**src/rtl/core/tsp_min_tour_cost_defines.svh**
```systemverilog
// Assertion macros for the tour cost solver.
// Included by files that carry concurrent checks; no other dependencies.
`ifndef TSP_MIN_TOUR_COST_DEFINES_SVH
`define TSP_MIN_TOUR_COST_DEFINES_SVH
`ifndef SYNTHESIS
`define TSP_ASSERT_IMP(label, clk, rst, ante, cons) \
  label: assert property (@(posedge clk) disable iff (rst) (ante) |-> (cons)) \
    else $error("tsp_min_tour_cost: same-cycle check failed");
`define TSP_ASSERT_NXT(label, clk, rst, ante, cons) \
  label: assert property (@(posedge clk) disable iff (rst) (ante) |=> (cons)) \
    else $error("tsp_min_tour_cost: next-cycle check failed");
`else
`define TSP_ASSERT_IMP(label, clk, rst, ante, cons)
`define TSP_ASSERT_NXT(label, clk, rst, ante, cons)
`endif
`endif

```
**src/rtl/core/tsp_ram.sv**
```systemverilog
// Generic simple dual-port RAM: one write port, one read port, registered read.
// No dependencies.
module tsp_ram #(
  parameter int WIDTH = 8,
  parameter int DEPTH = 16,
  localparam int ADDR_W = $clog2(DEPTH)
) (
  input  logic              clk,
  input  logic              we,
  input  logic [ADDR_W-1:0] waddr,
  input  logic [WIDTH-1:0]  wdata,
  input  logic [ADDR_W-1:0] raddr,
  output logic [WIDTH-1:0]  rdata
);

  logic [WIDTH-1:0] mem [DEPTH];

  always_ff @(posedge clk) begin
    if (we) begin
      mem[waddr] <= wdata;
    end
    rdata <= mem[raddr];
  end

endmodule

```
**config.mk**
```make
export PLATFORM = sky130hd
export DESIGN_NAME = tsp_ram
export DESIGN_NICKNAME = d
export VERILOG_FILES = /design/src/rtl/core/tsp_min_tour_cost_defines.svh /design/src/rtl/core/tsp_ram.sv
export SDC_FILE = /design/constraint.sdc
export NUM_CORES = 1
export LEC_CHECK = 0
export BUFFER_PORTS_ARGS = -buffer_cell sky130_fd_sc_hd__buf_2
export CAP_MARGIN = 20
export CELL_PAD_IN_SITES_DETAIL_PLACEMENT = 0
export CELL_PAD_IN_SITES_GLOBAL_PLACEMENT = 1
export CORE_UTILIZATION = 40
export DETAILED_ROUTE_END_ITERATION = 12
export PLACE_DENSITY = 0.64
export SYNTH_ARGS = -nofsm -noshare
export SYNTH_HDL_FRONTEND = slang
export SYNTH_SLANG_ARGS = --single-unit
```
**constraint.sdc**
```tcl
create_clock -name clk -period 2.1 [get_ports clk]
set_input_delay 0.21 -clock clk [delete_from_list [all_inputs] [get_ports clk]]
set_output_delay 0.21 -clock clk [all_outputs]
set_load 0.01 [all_outputs]
```
== Yosys cells after proc, flatten, opt, wreduce, memory -nomap -nowiden ==
Memory sizes are Yosys's and may differ from the RTL's. A register that Yosys moved wholly into a read port is not among the register bits.
Index checks and enable logic that the tools add are counted.
Operators by class
  reductions and logical operators: 0
  equality and inequality tests: 0
  add/sub/neg operators: 0
  $mul: 0
  shift operators: 0
  order comparisons: 0
  muxes and demuxes: 2
  bitwise logic cells: 0
  div/mod/pow operators: 0
Operator list (number)
  $mux 1: 2
Word-level totals
  logic and storage cells: 3
  RAM bits: 128
  memories: 1
  output and inout port bits: 8
  memory bits (read-only): 0
  input port bits: 18
  bits in latches: 0
  flip-flop bits (word level): 0
Memory list
  mem: depth 16, bits a word 8, read ports 1, clocked after Yosys merged registers in 1, wr ports 1, line tsp_ram.sv:16  | logic [WIDTH-1:0] mem [DEPTH];

== Logic depth before layout (Yosys ltp) ==
Gate-level depths: netlist of run 1.
  depth after elaboration: 2
  gate-level depth with buffers: 5
  gate-level depth less buffers: 3

== Least setup slack after synthesis of run 1 ==
No wires, ideal clock.
  path kind: input port to flip-flop
  start point: input waddr[2]
  end point: memory mem[0][0], enable pin
  path slack: 0.397 ns
  setup time: 0.383 ns
  required time: 1.717 ns
  stages: 2
  arrival: 1.320 ns
  path through: or3b_2 -> nor3_1
RTL lines
  start, declared: line tsp_ram.sv:10  | input logic [ADDR_W-1:0] waddr,
  end, declared: line tsp_ram.sv:16
No word-level cell before the write port.

==> results_dict.tcl, run 1 <==
set metrics [dict create \
    status "finished, final reports clean" \
    pre_cts_ws_ns 0.398 \
    cts_tree "built" \
    finalHoldViolCount 0 \
    seqCellArea_mm2 0.00400 \
    yosysSeqAreaShare_pct 77.8 \
    finClkSkew_ns 0.00713 \
    fin_crit_ns 1.43 \
    overflow 0 \
    ir_drop_v 0.000517 \
    syn_to_final_growth_pct 18.9 \
    htree_levels 4 \
    globalplace.congestion 0.693 \
    grt_use_total_pct 17.1 \
    die_h_um 115 \
    postLayoutCellArea_mm2 0.00612 \
    cp-end-kind "flop" \
    synth-seq-cells 136 \
    postSynthNetCount 247 \
    vias_per_cell 5.15 \
    slew_headroom_pct 66.4 \
    instances_no_fill 470 \
    p_per_area_mw_per_mm2 968 \
    cp_max_fo 1 \
    final_layout_size_suffix_gt1_share_pct 32.6 \
    setup_viol 0 \
    crit_chain "mux4_2, a22oi_1, nand2_1" \
    rrSetupSlack_ns 0.67 \
    path_clk_slew_ns 0.06 \
    worstPathRequired_ns 2.39 \
    clk_latency_ns 0.40 \
    r2r-end "rdata[6]$_DFF_P_" \
    rsz0062_at_grt "no" \
    die-area_mm2 0.0133 \
    cpPeakStageDelay_ns 0.46 \
    grt_start_max_net_pins 27 \
    path_class "reg2reg" \
    die_w_um 115 \
    wl_per_cell_um 21.5 \
    synthCells 229 \
    nFillCells 1021 \
    antenna_found_initial 0 \
    multi_input_area_mm2 0.00106 \
    firstDrtPassIters 4 \
    min_to "mem[15][7]$_DFFE_PP_" \
    clock-sinks 136 \
    p_leak_uw 0.00207 \
    root_buffer "clkbuf_16" \
    dpl_cell_area_mm2 0.00559 \
    cp_data_arrival_time_ns 1.72 \
    port_buffers 25 \
    grt_pass1_vias 2532 \
    syn_area_mm2 0.00515 \
    finish.utilization_pct 48.7 \
    grt_pass1_wl_um 15100 \
    crit_family "multiplexers" \
    final_antenna_net_count 0 \
    min-delay-start "wdata[7]" \
    dp_cells 438 \
    nNetsFinal 303 \
    holdPathStages 1 \
    path_buf_inv 0 \
    yosysUniqueCellTypes 19 \
    worst_pin_slew_ns 0.504 \
    startpoint_type "flop" \
    worst_path_max_delay_cell "mux4_2" \
    setup_slack_ns 0.666 \
    cts_buffers 17 \
    initial_utilization_pct 41.0 \
    finalSetupTns_ns 0 \
    slew_violations 0 \
    hold_buffers 0 \
    wirelength_um 10100 \
    synth.yosys.warnings 0 \
    diodes 0 \
    reg2reg_depth 3 \
    drtIter0Drc 275 \
    core_mm2 0.0126 \
    post_cts_buffers 0 \
    fin_crit_sh_pct 68.3 \
    reg2reg_from "mem[2][6]$_DFFE_PP_" \
    min_path_type "in2reg" \
    maxCapViolations 0 \
    dp_hpwl_um 6370 \
    drc 0 \
    clock.fmax_mhz 698 \
    syn_area_per_cell_um2 22.5 \
    cts-resized-gates 0 \
    num_vias 2421 \
    cts.path.max_buffers 2 \
    num_io_pins 26 \
    num_rows 41 \
]
## where the power goes
| group | internal (uW) | leakage, uW | total (uW) | switching [uW] |
|---|---|---|---|---|
| combinational | 125 | 0.000596 | 286 | 161 |
| clock | 1500 | 0.000249 | 2590 | 1090 |
| sequential | 3040 | 0.00122 | 3050 | 16.3 |
## cell usage after synthesis, drive strengths merged
library cell / count / area share (%)
dfxtp: 8 / 3.1
or3b: 1 / 0.17
nor3: 4 / 0.39
clkdlybuf4s25: 3 / 0.58
nand2b: 2 / 0.24
nor2b: 1 / 0.12
nand3: 1 / 0.097
nand3b: 2 / 0.29
and2: 1 / 0.12
nor2: 13 / 0.95
buf: 7 / 1.1
a22oi: 16 / 2.3
edfxtp: 128 / 75
and2b: 1 / 0.15
mux4: 32 / 15
nand2: 9 / 0.66
## worst max-delay path by stage
| stage | endpoint | cells after the start | from | slack (ns) |
|---|---|---|---|---|
| floorplan | mem[0][0]$_DFFE_PP_ | 2 | waddr[2] | 0.40 |
| global placement | rdata[3]$_DFF_P_ | 5 | raddr[0] | 0.42 |
| detailed placement | rdata[1]$_DFF_P_ | 5 | raddr[0] | 0.40 |
| CTS | rdata[6]$_DFF_P_ | 3 | mem[3][6]$_DFFE_PP_ | 0.64 |
| global route | rdata[6]$_DFF_P_ | 3 | mem[3][6]$_DFFE_PP_ | 0.61 |
| finish | rdata[6]$_DFF_P_ | 3 | mem[2][6]$_DFFE_PP_ | 0.67 |
## sequential cells by signal, summed over array words and instances, names as in the netlist
signal and flops:
rdata 8, mem 128
## worst register-to-register path, cell delays in order, from the launching register on
cell,delay [ns]
edfxtp_1,0.37
mux4_2,0.46
a22oi_1,0.40
nand2_1,0.09
## metal layers
layer / up-vias / global-route usage (%) / share of wire, %
met5: - / 0 / 0
met4: 0 / 8.74 / 2.1
met3: 16 / 5.23 / 7.8
met2: 103 / 24.8 / 46
met1: 1214 / 23.3 / 44
li1: 1088 / - / -
## layout by cell type (no fill, tap or decap), types with 3 or more instances in the layout
master	instances
clkbuf_16	17
dfxtp_1	8
clkinvlp_4	5
nor2_1	13
nor3_1	4
nand2_1	9
buf_4	20
buf_2	25
a22oi_1	16
edfxtp_1	128
mux4_1	14
mux4_2	18
clkinv_2	4
clkinv_4	3
## metrics by stage
stage	power (uW)	hold slack [ns]
after global routing	6120	0.172
after detailed placement	3400	0.598
final	5930	0.174
after CTS	5980	0.161
after floorplan	3270	0.309
after global placement	3390	0.590
## logic make-up (layout without fill, tap and decap cells)
family                 after synthesis  in the layout  share of synthesized area [%]
buffers and inverters               10             79                           1.68
AND/OR/NAND/NOR                     35             35                           3.18
AO/OA/AOI/OAI                       16             16                           2.33
flip-flops                         136            136                           77.8
multiplexers                        32             32                           15.0
## cell type report
class | instances | area share, %
clock inverter | 15 | 1.72
clock buffer | 17 | 6.95
multi-input combinational | 83 | 17.3
timing repair buffer | 47 | 5.15
tap | 172 | 3.52
sequential | 136 | 65.4
No activity file was read; power rests on OpenSTA's default activity.
==> run 2: changes to the inputs <==
PLACE_DENSITY = 0.66   (was 0.64)
clock period = 1.3 ns   (was 2.1 ns; I/O delays follow)
==> results_dict.tcl, run 2 (synthesis results as in run 1) <==
set metrics [dict create \
    status "finished, final reports clean" \
    dpl_cell_area_mm2 0.00571 \
    root_buffer "clkbuf_16" \
    post_cts_buffers 0 \
    top_regs "mem x128, rdata x8" \
    finish.utilization_pct 50.5 \
    hold_buffers 0 \
    ir_drop_v 0.000869 \
    cp-end-kind "flop" \
    core_mm2 0.0126 \
    die-area_mm2 0.0133 \
    globalplace.congestion 0.726 \
    vias_per_cell 5.10 \
    clock-sinks 136 \
    htree_levels 4 \
    rrSetupSlack_ns 0.007 \
    cts.path.max_buffers 2 \
    firstDrtPassIters 4 \
    pre_cts_ws_ns -0.301 \
    largest_register_ffs 128 \
    postLayoutCellArea_mm2 0.00635 \
    clock.fmax_mhz 774 \
    cts_buffers 17 \
    fin_crit_ns 1.29 \
    dp_hpwl_um 6630 \
    drc 0 \
    diodes 0 \
    rsz0062_at_grt "yes" \
    regMostFlops "mem" \
    swShare_pct 19.6 \
    fin_crit_sh_pct 99.4 \
    path_class "reg2reg" \
    grt_pass1_vias 2567 \
    p_per_area_mw_per_mm2 1640 \
    nNetsFinal 312 \
    clockPowerShare_pct 47.6 \
    num_vias 2441 \
    path_clk_slew_ns 0.06 \
    drtIter0Drc 261 \
    combPwrFrac_pct 5.1 \
    antenna_found_initial 0 \
    layout_common_cells "edfxtp_1 (128), buf_4 (27), mux4_2 (26)" \
    num_rows 41 \
    clk_latency_ns 0.41 \
    die_h_um 115 \
    die_w_um 115 \
    grt_use_total_pct 17.4 \
    switchingPower_uw 2050 \
    slew_violations 0 \
    worstPathRequired_ns 1.59 \
    final_antenna_net_count 0 \
    finClkSkew_ns 0.00955 \
    cp_data_arrival_time_ns 1.58 \
    grt_start_max_net_pins 24 \
    overflow 0 \
    cp_max_fo 1 \
    maxCapViolations 0 \
    slew_headroom_pct 30.3 \
    port_buffers 25 \
    p_leak_uw 0.00215 \
    grt_pass1_wl_um 15700 \
    wl_per_cell_um 21.2 \
    p_int_uw 8380 \
    setup_viol 0 \
    cts_tree "built" \
    setup_slack_ns 0.00722 \
    finalPower_uw 10400 \
    layout_commonest_cell "edfxtp_1" \
    min_path_type "in2reg" \
    final_layout_size_suffix_gt1_share_pct 42.3 \
    num_io_pins 26 \
    syn_to_final_growth_pct 23.3 \
    initial_utilization_pct 41.0 \
    finalHoldViolCount 0 \
    wirelength_um 10200 \
    startpoint_type "flop" \
    worst_pin_slew_ns 1.04 \
    p_seq_share_pct 47.4 \
]
-- run 2: path summary, 6_finish.rpt --
| check | from | to | cells after the start |
|---|---|---|---|
| worst max-delay path | mem[10][2]$_DFFE_PP_ | rdata[2]$_DFF_P_ | 3 |
| worst min register to register | mem[15][3]$_DFFE_PP_ | rdata[3]$_DFF_P_ | 3 |
| worst min-delay path | wdata[5] | mem[0][5]$_DFFE_PP_ | 1 |
| worst max register to register | mem[10][2]$_DFFE_PP_ | rdata[2]$_DFF_P_ | 3 |
-- run 2: worst max-delay path, cell delays in order, from the launching register on --
cell,delay (ns)
edfxtp_1,0.37
mux4_2,0.47
a22oi_2,0.24
nand2_1,0.09
-- run 2: metal layers --
layer	track usage, %	wire [um]
met4	6.75	51
met5	0	0
met2	26.4	4940
met3	4.92	353
met1	24.0	4830
-- run 2: power groups by stage --
| stage | Clock, uW | Sequential (uW) | Combinational, uW |
|---|---|---|---|
| 2_1_floorplan | 0 | 5030 | 250 |
| 5_1_grt | 5240 | 4940 | 578 |
| 4_1_cts | 5030 | 4940 | 519 |
| 3_3_place_gp | 0 | 5020 | 499 |
| 3_5_place_dp | 0 | 5030 | 508 |
| 6_report | 4960 | 4940 | 528 |
-- run 2: repair_timing --
item / 4_1_cts / 5_1_grt
gates resized for setup: 6 / 14
endpoints found under the setup margin: 5 / 8
pin swaps: 5 / 4
-- run 2: through the flow --
stage	hold slack, ns	TNS, ns	cells
final	0.102	0	479
after floorplan	0.229	-2.94	229
after global routing	0.110	-0.0371	479
after detailed placement	0.535	-5.84	448
after CTS	0.0919	0	479
after global placement	0.525	-6.02	448
-- run 2: final cells by class --
cell class | instances | area, um2
fillers | 1010 | 6220
flip-flops and latches | 136 | 4000
multi-input cells | 83 | 1100
clock buffers | 18 | 439
repair buffers | 56 | 408
well taps | 172 | 215
clock inverters | 14 | 179
